<file path="config.mk">
export PLATFORM = sky130hd
export DESIGN_NAME = text_console_cursor_engine
export DESIGN_NICKNAME = d
export VERILOG_FILES = /design/src/rtl/core/tccur_pkg.sv /design/src/rtl/core/tccur_cursor.sv /design/src/rtl/core/tccur_rsp_buf.sv /design/src/rtl/core/text_console_cursor_engine.sv
export SDC_FILE = /design/constraint.sdc
export NUM_CORES = 1
export LEC_CHECK = 0
export ABC_AREA = 1
export BUFFER_PORTS_ARGS = -buffer_cell sky130_fd_sc_hd__clkbuf_2
export CORE_ASPECT_RATIO = 1.2
export CORE_MARGIN = 2
export CORE_UTILIZATION = 61
export CTS_BUF_LIST = sky130_fd_sc_hd__clkbuf_16
export DETAILED_ROUTE_END_ITERATION = 16
export MAX_ROUTING_LAYER = met4
export PLACE_DENSITY = 0.82
export SLEW_MARGIN = 10
export SYNTH_ARGS = -nofsm -noshare
export SYNTH_HDL_FRONTEND = slang
export SYNTH_HIERARCHICAL = 1
export SYNTH_SLANG_ARGS = --single-unit
export TNS_END_PERCENT = 50
</file>
<file path="constraint.sdc">
create_clock -name clock -period 9.3 [get_ports clock]
set_input_delay 1.86 -clock clock [delete_from_list [all_inputs] [get_ports clock]]
set_output_delay 1.86 -clock clock [all_outputs]
set_load 0.03 [all_outputs]
</file>
<file path="src/rtl/core/tccur_pkg.sv">
// Shared types and constants of the text console cursor engine.
// No dependencies; every other file of the block imports this package.
`default_nettype none

package tccur_pkg;

   // result command codes
   typedef enum logic [1:0] {
      ACT_DRAW   = 2'd0,
      ACT_SCROLL = 2'd1,
      ACT_CLEAR  = 2'd2
   } action_type;

   // request op codes
   typedef enum logic {
      OP_CHAR  = 1'b0,
      OP_CLEAR = 1'b1
   } op_type;

   // configuration register indexes
   typedef enum logic [1:0] {
      CSR_ENABLE  = 2'd0,
      CSR_COLUMNS = 2'd1,
      CSR_ROWS    = 2'd2
   } csr_index_type;

   localparam int unsigned CSR_DATA_W = 9;

   localparam logic [8:0] COLUMNS_RESET = 9'd80;
   localparam logic [8:0] ROWS_RESET    = 9'd25;

   localparam logic [7:0] CHAR_CR        = 8'h0D;
   localparam logic [7:0] CHAR_LF        = 8'h0A;
   localparam logic [7:0] CHAR_BS        = 8'h08;
   localparam logic [7:0] CHAR_SPACE     = 8'h20;
   localparam logic [7:0] CHAR_PRINT_MAX = 8'h7E;

   typedef struct packed {
      op_type     op;
      logic [7:0] char_code;
   } req_type;

   typedef struct packed {
      action_type action;
      logic [7:0] glyph_code;
      logic [7:0] cell_column;
      logic [7:0] cell_row;
      logic       last;
   } rsp_type;

   typedef struct packed {
      logic       enabled;
      logic [8:0] columns;
      logic [8:0] rows;
   } cfg_type;

   // up to two commands caused by one item, in delivery order
   typedef struct packed {
      logic [1:0] count;
      rsp_type    first;
      rsp_type    second;
   } cmd_pair_type;

endpackage

`default_nettype wire

</file>
<file path="src/rtl/core/tccur_cursor.sv">
// Cursor column/row registers and the per-item command decode.
// Depends on tccur_pkg.
`default_nettype none

module tccur_cursor
   import tccur_pkg::*;
#(
   parameter int MAX_COLUMNS = 256,
   parameter int MAX_ROWS    = 256
) (
   input  logic         clock,
   input  logic         reset,
   input  logic         take,
   input  req_type      item,
   input  cfg_type      cfg,
   output cmd_pair_type cmds
);

   localparam logic [8:0] MAX_COLS_W = 9'(MAX_COLUMNS);
   localparam logic [8:0] MAX_ROWS_W = 9'(MAX_ROWS);

   logic [7:0] column_ff, column_in;
   logic [7:0] row_ff, row_in;

   logic [8:0] cols_eff, rows_eff;
   logic [8:0] col_inc, row_inc;
   logic       wrap, scroll_need, printable;
   logic [7:0] row_next;
   rsp_type    draw_cmd, scroll_cmd, clear_cmd, erase_cmd;

   always_comb begin
      // clamp sizes: zero acts as one, oversize as the maximum
      if (cfg.columns == 9'd0) begin
         cols_eff = 9'd1;
      end else if (cfg.columns > MAX_COLS_W) begin
         cols_eff = MAX_COLS_W;
      end else begin
         cols_eff = cfg.columns;
      end
      if (cfg.rows == 9'd0) begin
         rows_eff = 9'd1;
      end else if (cfg.rows > MAX_ROWS_W) begin
         rows_eff = MAX_ROWS_W;
      end else begin
         rows_eff = cfg.rows;
      end

      col_inc     = {1'b0, column_ff} + 9'd1;
      row_inc     = {1'b0, row_ff} + 9'd1;
      wrap        = (col_inc >= cols_eff);
      scroll_need = (row_inc >= rows_eff);
      row_next    = scroll_need ? 8'(rows_eff - 9'd1) : row_inc[7:0];
      printable   = (item.char_code >= CHAR_SPACE) && (item.char_code <= CHAR_PRINT_MAX);

      draw_cmd   = '{ACT_DRAW, item.char_code, column_ff, row_ff, 1'b0};
      erase_cmd  = '{ACT_DRAW, CHAR_SPACE, column_ff - 8'd1, row_ff, 1'b1};
      scroll_cmd = '{ACT_SCROLL, 8'd0, 8'd0, 8'd0, 1'b1};
      clear_cmd  = '{ACT_CLEAR, 8'd0, 8'd0, 8'd0, 1'b1};
   end

   always_comb begin
      column_in   = column_ff;
      row_in      = row_ff;
      cmds.count  = 2'd0;
      cmds.first  = scroll_cmd;
      cmds.second = scroll_cmd;
      if (take && cfg.enabled) begin
         priority if (item.op == OP_CLEAR) begin
            column_in  = 8'd0;
            row_in     = 8'd0;
            cmds.count = 2'd1;
            cmds.first = clear_cmd;
         end else if (item.char_code == CHAR_CR) begin
            column_in = 8'd0;
         end else if (item.char_code == CHAR_LF) begin
            column_in  = 8'd0;
            row_in     = row_next;
            cmds.count = {1'b0, scroll_need};
         end else if (item.char_code == CHAR_BS) begin
            if (column_ff != 8'd0) begin
               column_in  = column_ff - 8'd1;
               cmds.count = 2'd1;
               cmds.first = erase_cmd;
            end
         end else begin
            // draw (if printable) then advance, wrapping and scrolling
            if (wrap) begin
               column_in = 8'd0;
               row_in    = row_next;
            end else begin
               column_in = col_inc[7:0];
            end
            if (printable) begin
               cmds.first      = draw_cmd;
               cmds.first.last = !(wrap && scroll_need);
            end
            cmds.count = 2'({1'b0, printable} + {1'b0, wrap && scroll_need});
         end
      end
   end

   always_ff @(posedge clock) begin
      if (reset) begin
         column_ff <= 8'd0;
         row_ff    <= 8'd0;
      end else begin
         column_ff <= column_in;
         row_ff    <= row_in;
      end
   end

endmodule

`default_nettype wire

</file>
<file path="src/rtl/core/tccur_rsp_buf.sv">
// Two-slot result register that holds the commands of one item for delivery.
// Depends on tccur_pkg.
`default_nettype none

module tccur_rsp_buf
   import tccur_pkg::*;
(
   input  logic         clock,
   input  logic         reset,
   input  logic         push,
   input  cmd_pair_type cmds,
   output logic         room,
   output logic         rsp_valid,
   input  logic         rsp_stall,
   output rsp_type      rsp_data
);

   logic [1:0] count_ff, count_in;
   rsp_type    head_ff, head_in;
   rsp_type    tail_ff, tail_in;
   logic       pop;

   assign rsp_valid = (count_ff != 2'd0);
   assign rsp_data  = head_ff;
   assign pop       = rsp_valid && !rsp_stall;
   // take a new item only when every held command leaves this cycle
   assign room      = (count_ff == 2'd0) || ((count_ff == 2'd1) && !rsp_stall);

   always_comb begin
      count_in = count_ff;
      head_in  = head_ff;
      tail_in  = tail_ff;
      if (push) begin
         count_in = cmds.count;
         head_in  = cmds.first;
         tail_in  = cmds.second;
      end else if (pop) begin
         count_in = count_ff - 2'd1;
         head_in  = tail_ff;
      end
   end

   always_ff @(posedge clock) begin
      if (reset) begin
         count_ff <= 2'd0;
      end else begin
         count_ff <= count_in;
      end
   end

   always_ff @(posedge clock) begin
      head_ff <= head_in;
      tail_ff <= tail_in;
   end

endmodule

`default_nettype wire

</file>
<file path="src/rtl/core/text_console_cursor_engine.sv">
// Top level of the text console cursor engine: configuration registers,
// cursor decode and result buffer. Depends on tccur_pkg, tccur_cursor, tccur_rsp_buf.
//
//   channel  direction  handshake             payload
//   req_     in         req_valid/req_stall    req_data  (req_type: op, char_code)
//   rsp_     out        rsp_valid/rsp_stall    rsp_data  (rsp_type: action..last)
//   csr_     in         csr_we                 csr_index, csr_wdata
//
// Cycles: an item is decoded in the cycle it is accepted; its commands appear
// on rsp_ the next cycle. One item per cycle is taken while each item causes at
// most one command and rsp_ is not stalled; an item that causes two holds off req_
// until the single result port has handed out the first of its two commands.
// Reset: synchronous, clears the cursor to (0,0), the result register and the
// configuration to disabled, 80 columns, 25 rows.
// Stalls: req_stall is high while the result register cannot empty this cycle.
`default_nettype none

module text_console_cursor_engine
   import tccur_pkg::*;
#(
   parameter int MAX_COLUMNS = 256,
   parameter int MAX_ROWS    = 256
) (
   input  logic                  clock,
   input  logic                  reset,
   input  logic                  req_valid,
   output logic                  req_stall,
   input  req_type               req_data,
   output logic                  rsp_valid,
   input  logic                  rsp_stall,
   output rsp_type               rsp_data,
   input  logic                  csr_we,
   input  logic [1:0]            csr_index,
   input  logic [CSR_DATA_W-1:0] csr_wdata
);

   cfg_type      cfg_ff, cfg_in;
   cmd_pair_type cmds;
   logic         room;
   logic         take;

   // accept when the result register will be empty after this edge
   assign req_stall = !room;
   assign take      = req_valid && room;

   // configuration writes; unused indexes are dropped
   always_comb begin
      cfg_in = cfg_ff;
      if (csr_we) begin
         unique case (csr_index_type'(csr_index))
            CSR_ENABLE:  cfg_in.enabled = csr_wdata[0];
            CSR_COLUMNS: cfg_in.columns = csr_wdata;
            CSR_ROWS:    cfg_in.rows    = csr_wdata;
            default:     cfg_in = cfg_ff;
         endcase
      end
   end

   always_ff @(posedge clock) begin
      if (reset) begin
         cfg_ff <= '{1'b0, COLUMNS_RESET, ROWS_RESET};
      end else begin
         cfg_ff <= cfg_in;
      end
   end

   // decode the item against the cursor and advance the cursor
   tccur_cursor #(
      .MAX_COLUMNS(MAX_COLUMNS),
      .MAX_ROWS   (MAX_ROWS)
   ) u_cursor (
      .clock(clock),
      .reset(reset),
      .take (take),
      .item (req_data),
      .cfg  (cfg_ff),
      .cmds (cmds)
   );

   // hold the item's commands and hand them out one per cycle while rsp_stall is low
   tccur_rsp_buf u_rsp_buf (
      .clock    (clock),
      .reset    (reset),
      .push     (take),
      .cmds     (cmds),
      .room     (room),
      .rsp_valid(rsp_valid),
      .rsp_stall(rsp_stall),
      .rsp_data (rsp_data)
   );

endmodule

`default_nettype wire

</file>
# After elaboration in Yosys (flattened, before gate mapping)
# Cells that the tools add are included.
# W data, S select, Z words.
[totals]
wordCells = 83
output_inout_bits = 29
ff_bits = 64
[classes]
n_eq_ne = 9
n_mux = 28
n_lt_le_gt_ge = 6
n_addsub = 6
reduce_logical = 23
[op_table]
columns = ["cell", "n"]
rows = [
  ["$mux W29", 4],
  ["$mux W8", 12],
  ["$mux W27", 3],
  ["$mux W9", 4],
  ["$mux W28", 1],
  ["$mux W26", 1],
  ["$eq A8 B4 Y1 const B", 3],
  ["$add A8 B1 Y9 const B", 2],
  ["$ge A9 B9 Y1", 2],
  ["$gt A9 B9 Y1 const B", 2],
  ["$logic_not A9 Y1", 2],
  ["$sub A8 B1 Y8 const B", 2],
  ["$ge A8 B6 Y1 const B", 1],
  ["$le A8 B7 Y1 const B", 1],
  ["$reduce_and A2 Y1", 4],
  ["$reduce_bool A8 Y1", 1],
  ["$logic_and A1 B1 Y1", 6],
  ["$mux W2", 3],
  ["$ne A5 B3 Y1 const B", 1],
  ["$eq A2 B1 Y1 const B", 2],
  ["$logic_not A2 Y1", 2],
  ["$reduce_and A4 Y1", 1],
  ["$reduce_bool A2 Y1", 2],
  ["$logic_not A1 Y1", 3],
  ["7 further kinds", 7],
]

# Longest topological paths before layout
# Gate-level depths: netlist of run 1.
[depth]
depth_word = 13
depth_mapped = 24
mapped_depth_nobuf = 24

# Hierarchy
# The synthesis of run 1 kept the hierarchy.
[modules_own_cells]
columns = ["mod", "n_inst", "cells_each", "area_each_um2"]
rows = [
  ["tccur_cursor", 1, 469, 2725.1],
  ["tccur_rsp_buf", 1, 169, 2137.0],
  ["text_console_cursor_engine", 1, 117, 828.3],
]

# Worst setup path before layout of run 1
# No wires, ideal clock.
[synth_timing]
kind = "input-to-output"
start = "input rsp_stall"
end = "output req_stall"
setup_slack_ns = 5.245
arrival_time_ns = 2.195
stages = 4
path_cell_list = "inv_1 > nand2_1 > nand2_1 > inv_1"
[synth_between]
elab_chain_len = 4
[synth_lines]
columns = ["element", "line", "text"]
rows = [
  ["start, declared", "text_console_cursor_engine.sv:30", "input logic rsp_stall,"],
  ["$logic_not A1 Y1", "tccur_rsp_buf.sv:27", "assign room = (count_ff == 2'd0) || ((count_ff == 2'd1) && !rsp_stall);"],
  ["$logic_and A1 B1 Y1", "tccur_rsp_buf.sv:27", ""],
  ["$logic_or A1 B1 Y1", "tccur_rsp_buf.sv:27", ""],
  ["named net room", "text_console_cursor_engine.sv:39", "logic room;"],
  ["$logic_not A1 Y1", "text_console_cursor_engine.sv:43", "assign req_stall = !room;"],
  ["end, declared", "text_console_cursor_engine.sv:27", "output logic req_stall,"],
]
# The timed path passes the listed nets, and every way through them passes these cells.

# Worst setup path after layout of run 1
# Ends and elaborated chain as after synthesis.

==> impl_metrics.env, run 1 <==
export IMPL_status="complete, no violations"
export IMPL_arrival_ns=2.35
export IMPL_synth_top_area_share_pct=28.50
export IMPL_hold_viol=0
export IMPL_detail_route_wirelength_mm=11.95
export IMPL_gr_total_overflow=0
export IMPL_core_region_area_sq_um=9081
export IMPL_start_util_pct=62.66
export IMPL_ctsLongestPathBuffers=2
export IMPL_period_needed_ns=4.212
export IMPL_p_per_area_nw_per_um2=223.9
export IMPL_maxSlewViolCount=0
export IMPL_cap_viol_max_count=0
export IMPL_antenna_left=0
export IMPL_cts_tree="yes"
export IMPL_synth_edf_count=54
export IMPL_timing_setup_tns_ns=0
export IMPL_post_route_drc_count=0
export IMPL_route_vias_total=4880
export IMPL_antenna_found_initial=0
export IMPL_critPathRequiredTime_ns=7.44
export IMPL_slew_headroom_pct=32.42
export IMPL_n_antenna_cell=0
export IMPL_dp_hpwl_mm=8.724
export IMPL_setup_viol_count_final=0
export IMPL_ys_ff_latch=91
export IMPL_postCtsHoldBufs=0
export IMPL_max_freq_mhz=237.4
export IMPL_drt_vias_per_instance=5.276
export IMPL_wire_per_inst_um=12.92
export IMPL_drt_iter0_drc=409
export IMPL_dp_cells=909
export IMPL_cts_resized=0
export IMPL_leakagePower_nw=3.032
export IMPL_clock_skew_ns=0.007459
export IMPL_grt_pass1_vias=4758
export IMPL_die_h_um=109.8
export IMPL_end_kind="primary output"
export IMPL_gp_congestion=0.8959
export IMPL_yosys_most_used_dff="edfxtp_1"
export IMPL_rows=38
export IMPL_yosys_warnings=6
export IMPL_preCtsSetupSlack_ns=5.100
export IMPL_syn_area_sq_um=5690
export IMPL_die_area_sq_um=10120
export IMPL_synth_top_cells_by_area="edfxtp_1, nand2_1, dfxtp_1"
export IMPL_io_buffers=53
export IMPL_holdWs_ns=0.4883
export IMPL_ys_async_sr_fraction_pct=0
export IMPL_cts_setup_buffers=0
export IMPL_synth_top_area_cell="edfxtp_1"
export IMPL_vdd_drop_max_v=0.0001258
export IMPL_avgSynthCellArea_sq_um=7.537
export IMPL_grt_max_degree=62
export IMPL_ios=54
export IMPL_finalNonFillerCells=925
export IMPL_first_pass_iters=5
export IMPL_cts_buffers=9
export IMPL_final_nets=850
export IMPL_hp_class="reg -> reg"
export IMPL_finalCritPeriodShare_pct=45.29
export IMPL_worst_setup_path_type="in -> out"
export IMPL_cts_root_buf="clkbuf_16"
export IMPL_grtUsageTotal_pct=25.85
export IMPL_clkTransAtPathRegs_ns=0.06
export IMPL_worstSetupStartpointType="input port"
export IMPL_setup_slack_ns=5.088
export IMPL_area_growth_pct=8.685
export IMPL_synth_cell_type_count=44
export IMPL_cts_sinks=91
export IMPL_htreeDepth=3
export IMPL_worst_pin_slew_ns=1.013
export IMPL_grt_pass1_wl_mm=20.71
export IMPL_die_w_um=92.17
export IMPL_utilization_pct=68.10
export IMPL_cp_max_fo=2
export IMPL_rsz0062_at_grt="false"
export IMPL_clk_latency_ns=0.34
export IMPL_drive_gt1_share_pct=12.67
export IMPL_synth_cells=755
export IMPL_ys_seq_area_share_pct=41.51
-- through the flow --
step	total power, mW	instance area (sq um)
after floorplan	0.9079	5788
after global placement	0.9835	5861
after detailed placement	0.9991	5861
after CTS	1.392	6185
after global routing	1.455	6185
final	1.385	6185
-- where the power goes --
group          switching (mW)  internal (mW)  total, mW
Combinational           0.310         0.0942      0.404
Clock                   0.157          0.238      0.395
Sequential             0.0286          0.557      0.586
-- synthesized netlist by cell type (2+ instances only) --
| library cell | instances |
|---|---|
| edfxtp_1 | 54 |
| a21oi_1 | 25 |
| nor3_2 | 2 |
| o21ai_1 | 4 |
| a31oi_1 | 2 |
| nand2_1 | 233 |
| xor2_1 | 7 |
| nand3_4 | 4 |
| nand3_2 | 2 |
| nand3b_1 | 2 |
| buf_6 | 6 |
| nor3_1 | 21 |
| o21ai_0 | 24 |
| buf_4 | 30 |
| inv_2 | 7 |
| nor3b_1 | 2 |
| nor2_1 | 98 |
| nand4_1 | 11 |
| nand3_1 | 32 |
| ha_1 | 25 |
| o21bai_1 | 4 |
| dfxtp_1 | 37 |
| nor2_2 | 4 |
| conb_1 | 2 |
| xnor2_1 | 2 |
| or2_2 | 2 |
| nand2_2 | 4 |
| buf_2 | 8 |
| inv_1 | 85 |
| nor4_1 | 2 |
-- state kept, by name (all words and copies together) (netlist names) --
register	count
u_cursor/row_ff	8
u_cursor/column_ff	8
u_rsp_buf/count_ff	2
cfg_ff	19
u_rsp_buf/tail_ff	27
u_rsp_buf/rsp_data	27
-- worst paths after layout --
path	startpoint	end	slack (ns)	cells after the start
min reg2reg	u_cursor/row_ff[7]	u_cursor/row_ff[7]	0.49	2
max reg2reg	u_cursor/row_ff[0]	u_rsp_buf/count_ff[0]	5.70	21
min	u_cursor/row_ff[7]	u_cursor/row_ff[7]	0.49	2
max	rsp_stall	req_stall	5.09	6
-- cell usage in the layout, fill, tap and decap left out, types with 2 or more instances in the layout --
cell       instances
conb_1            28
bufinv_16          2
xnor2_1            2
nor2_1            98
a21oi_1           25
nand4_1           11
nor3b_1            2
o21bai_1           4
nand3b_1           2
o21ai_1            4
nor2_2             4
inv_2              8
nand3_2            2
or2_2              2
nor4_1             2
clkbuf_16          9
nor3_1            21
nand2_1          233
nand3_1           32
dfxtp_1           37
edfxtp_1          54
o21ai_0           24
inv_1             85
inv_6              3
nand3_4            4
clkbuf_2          53
ha_1              25
nor3_2             2
nand2_2            4
xor2_1             7
a31oi_1            2
-- cells by family after synthesis --
kind of cell             synth area share [%]
flip-flops                              41.51
buffers and inverters                   12.29
adder cells (fa/ha/maj)                 5.497
XOR/XNOR                                1.385
other                                  0.1320
AND/OR/NAND/NOR                         32.94
AO/OA/AOI/OAI                           6.245
-- worst max-delay path, cell delays in order --
cell	delay [ns]
clkbuf_2	0.09
inv_1	0.05
nand2_1	0.05
nand2_1	0.06
inv_1	0.05
clkbuf_2	0.19
-- layout make-up --
type,count,area [sq um]
Clock buffer,9,225.2
Fill cell,764,2897
Clock inverter,7,98.84
Timing Repair Buffer,54,272.8
Multi-Input combinational cell,551,2726
Inverter,93,349.1
Sequential cell,91,2362
Tap cell,120,150.1
-- metal layers --
layer / up-vias / global-route usage [%] / share of wire, %
met5: - / - / 0
met4: 0 / 8.742 / 1.8
met3: 21 / 3.701 / 4.6
met2: 141 / 47.37 / 51
met1: 2269 / 29.12 / 42
li1: 2449 / - / -
(Power assumes the default switching activity.)
==> inputs of run 2 (changes only) <==
- clock period: 9.3 -> 4 ns (I/O delays scaled with it)
==> run 2 against run 1 <==
Net effect:
- critical path depth increased by 17
- sequential power increased by 130%
- count of clock-buffer cells in the layout unchanged
- clock power increased by 95%
- routed wire length decreased by 4.2%
- cell count increased by 0.22%
- non-clock buffer count increased by 2
- worst hold slack improved by 0.0032 ns
- sequential share of layout area increased by 0.26 points
- via count decreased by 3.5%
- total power increased by 120%
- worst setup slack got worse by 4.4 ns
- largest cell class unchanged
- highest routed layer unchanged
==> impl_metrics.env, run 2 (synthesis results as in run 1) <==
export IMPL_htreeDepth=3
export IMPL_final_cell_mix="nand2_1, nor2_1, inv_1"
export IMPL_r2r_start="u_cursor/column_ff[2]"
export IMPL_maxSlewViolCount=0
export IMPL_cts_sinks=91
export IMPL_status="complete, no violations"
export IMPL_whs_path_depth=2
export IMPL_drive_gt1_share_pct=12.76
export IMPL_worst_pin_slew_ns=0.5055
export IMPL_r2r_end="u_rsp_buf/count_ff[0]"
export IMPL_fin_area_sq_um=6143
export IMPL_antenna_found_initial=0
export IMPL_cp_common_cell="nand2_1"
export IMPL_cts_resized=0
export IMPL_drt_vias_per_instance=5.078
export IMPL_cts_root_buf="clkbuf_16"
export IMPL_cp_startpoint="u_cursor/column_ff[2]"
export IMPL_detail_route_wirelength_mm=11.46
export IMPL_wire_per_inst_um=12.36
export IMPL_reg2reg_slack_ns=0.71
export IMPL_clkTransAtPathRegs_ns=0.06
export IMPL_cts_setup_buffers=0
export IMPL_hold_viol=0
export IMPL_cts_tree="yes"
export IMPL_timing_setup_tns_ns=0
export IMPL_finalCritPeriodShare_pct=82.20
export IMPL_period_needed_ns=3.288
export IMPL_slew_headroom_pct=66.09
export IMPL_end_kind="flop"
export IMPL_p_per_area_nw_per_um2=498.9
export IMPL_critical_path_max_stage_delay_ns=0.45
export IMPL_leakagePower_nw=3.011
export IMPL_clock_skew_ns=0.008915
export IMPL_ctsLongestPathBuffers=2
export IMPL_setup_viol_count_final=0
export IMPL_path_buf_inv=3
export IMPL_cts_buffers=9
export IMPL_clk_latency_ns=0.34
export IMPL_vdd_drop_max_v=0.0002447
export IMPL_core_region_area_sq_um=9081
export IMPL_power_total_mw=3.065
export IMPL_gp_congestion=1.052
export IMPL_worst_setup_path_type="reg -> reg"
export IMPL_nFillCells=769
export IMPL_grtUsageTotal_pct=24.83
export IMPL_critPathTopFamily="simple AND/OR/NAND/NOR gates"
export IMPL_hp_start="cfg_ff[0]"
export IMPL_io_buffers=53
export IMPL_gr_total_overflow=0
export IMPL_rows=38
export IMPL_hp_class="reg -> reg"
export IMPL_multi_input_area_sq_um=2726
export IMPL_dp_hpwl_mm=8.738
export IMPL_critPathRequiredTime_ns=4.24
export IMPL_grt_pass1_vias=4319
export IMPL_grt_pass1_wl_mm=19.46
export IMPL_path_cells="nand3_1 -> nor3_2 -> nand2_1 -> xor2_1 -> inv_1 -> ha_1 -> nand2_1 -> inv_1 -> nand2_1 -> nand2_1 -> a21oi_1 -> nand3_1 -> nand2_1 -> inv_1 -> ha_1 -> nor2_1 -> nor2_1 -> a22oi_1 -> o21ai_0 -> nand2_1 -> o21ai_0 -> nor2_1 -> nor2_1"
export IMPL_arrival_ns=3.52
export IMPL_worstRegToRegCells=23
export IMPL_slowest_stage="dfxtp_1"
export IMPL_antenna_left=0
export IMPL_placed_area_sq_um=5876
export IMPL_regArea_sq_um=2362
export IMPL_first_pass_iters=5
export IMPL_die_w_um=92.17
export IMPL_post_route_drc_count=0
export IMPL_die_area_sq_um=10120
export IMPL_route_vias_total=4707
export IMPL_holdPathEnd="cfg_ff[0]"
export IMPL_cap_viol_max_count=0
export IMPL_worstSetupStartpointType="flop"
export IMPL_n_antenna_cell=0
export IMPL_grt_max_degree=40
export IMPL_area_growth_pct=7.959
export IMPL_cp_max_fo=8
export IMPL_start_util_pct=62.66
export IMPL_layout_commonest_cell="nand2_1"
export IMPL_max_freq_mhz=304.1
export IMPL_rsz0062_at_grt="false"
export IMPL_drt_iter0_drc=351
export IMPL_postCtsHoldBufs=0
export IMPL_final_nets=852
export IMPL_die_h_um=109.8
export IMPL_ios=54
-- run 2: changes by cell type in the layout (fill, tap and decap cells not counted) --
cell	previous run	this run
bufinv_16	2	0
clkinv_2	0	1
buf_4	1	3
clkinv_4	1	0
clkinvlp_2	0	1
clkinv_1	1	2
inv_6	3	2
clkinvlp_4	0	1
-- run 2: worst max path at each step --
stage	end	slack, ns	cells past startpoint
finish	u_rsp_buf/count_ff[0]	0.71	23
global route	u_rsp_buf/count_ff[0]	0.30	24
CTS	u_rsp_buf/count_ff[0]	0.75	24
detailed placement	u_rsp_buf/count_ff[0]	0.79	24
global placement	u_rsp_buf/count_ff[0]	0.86	22
floorplan	u_rsp_buf/count_ff[0]	1.07	23
-- run 2: final cells by class --
class                      count  share of cell area, %
clock inverter                 7                 0.6925
multi-input combinational    551                  44.38
clock buffer                   9                  3.666
inverter                      93                  5.682
tap                          120                  2.444
timing repair buffer          56                  4.684
sequential                    91                  38.45
-- run 2: power by group --
group | internal (mW) | switching, mW
sequential | 1.29 | 0.0626
clock | 0.418 | 0.351
combinational | 0.226 | 0.715
-- run 2: worst min-delay path, cell delays in order (launching register included) --
cell and delay, ns:
dfxtp_1 0.32, nand2_1 0.07, nand3_1 0.05
-- run 2: metal layers --
metal,track usage [%],wire (um),part of all wire [%],up-vias
li1,-,-,-,2457
met1,29.91,5020,44,2080
met2,42.86,5664,49,154
met3,3.633,574,5.0,16
met4,8.955,195,1.7,0
met5,-,0,0,-
-- run 2: metrics by stage --
step,hold WS (ns),setup WS [ns],std cells,util [%]
final,0.4916,0.7120,927,67.65
after floorplan,0.4513,1.069,781,-
after CTS,0.4847,0.7519,927,67.65
after global placement,0.4753,0.8602,911,64.70
after global routing,0.5132,0.2962,927,67.65
after detailed placement,0.4734,0.7916,911,64.70
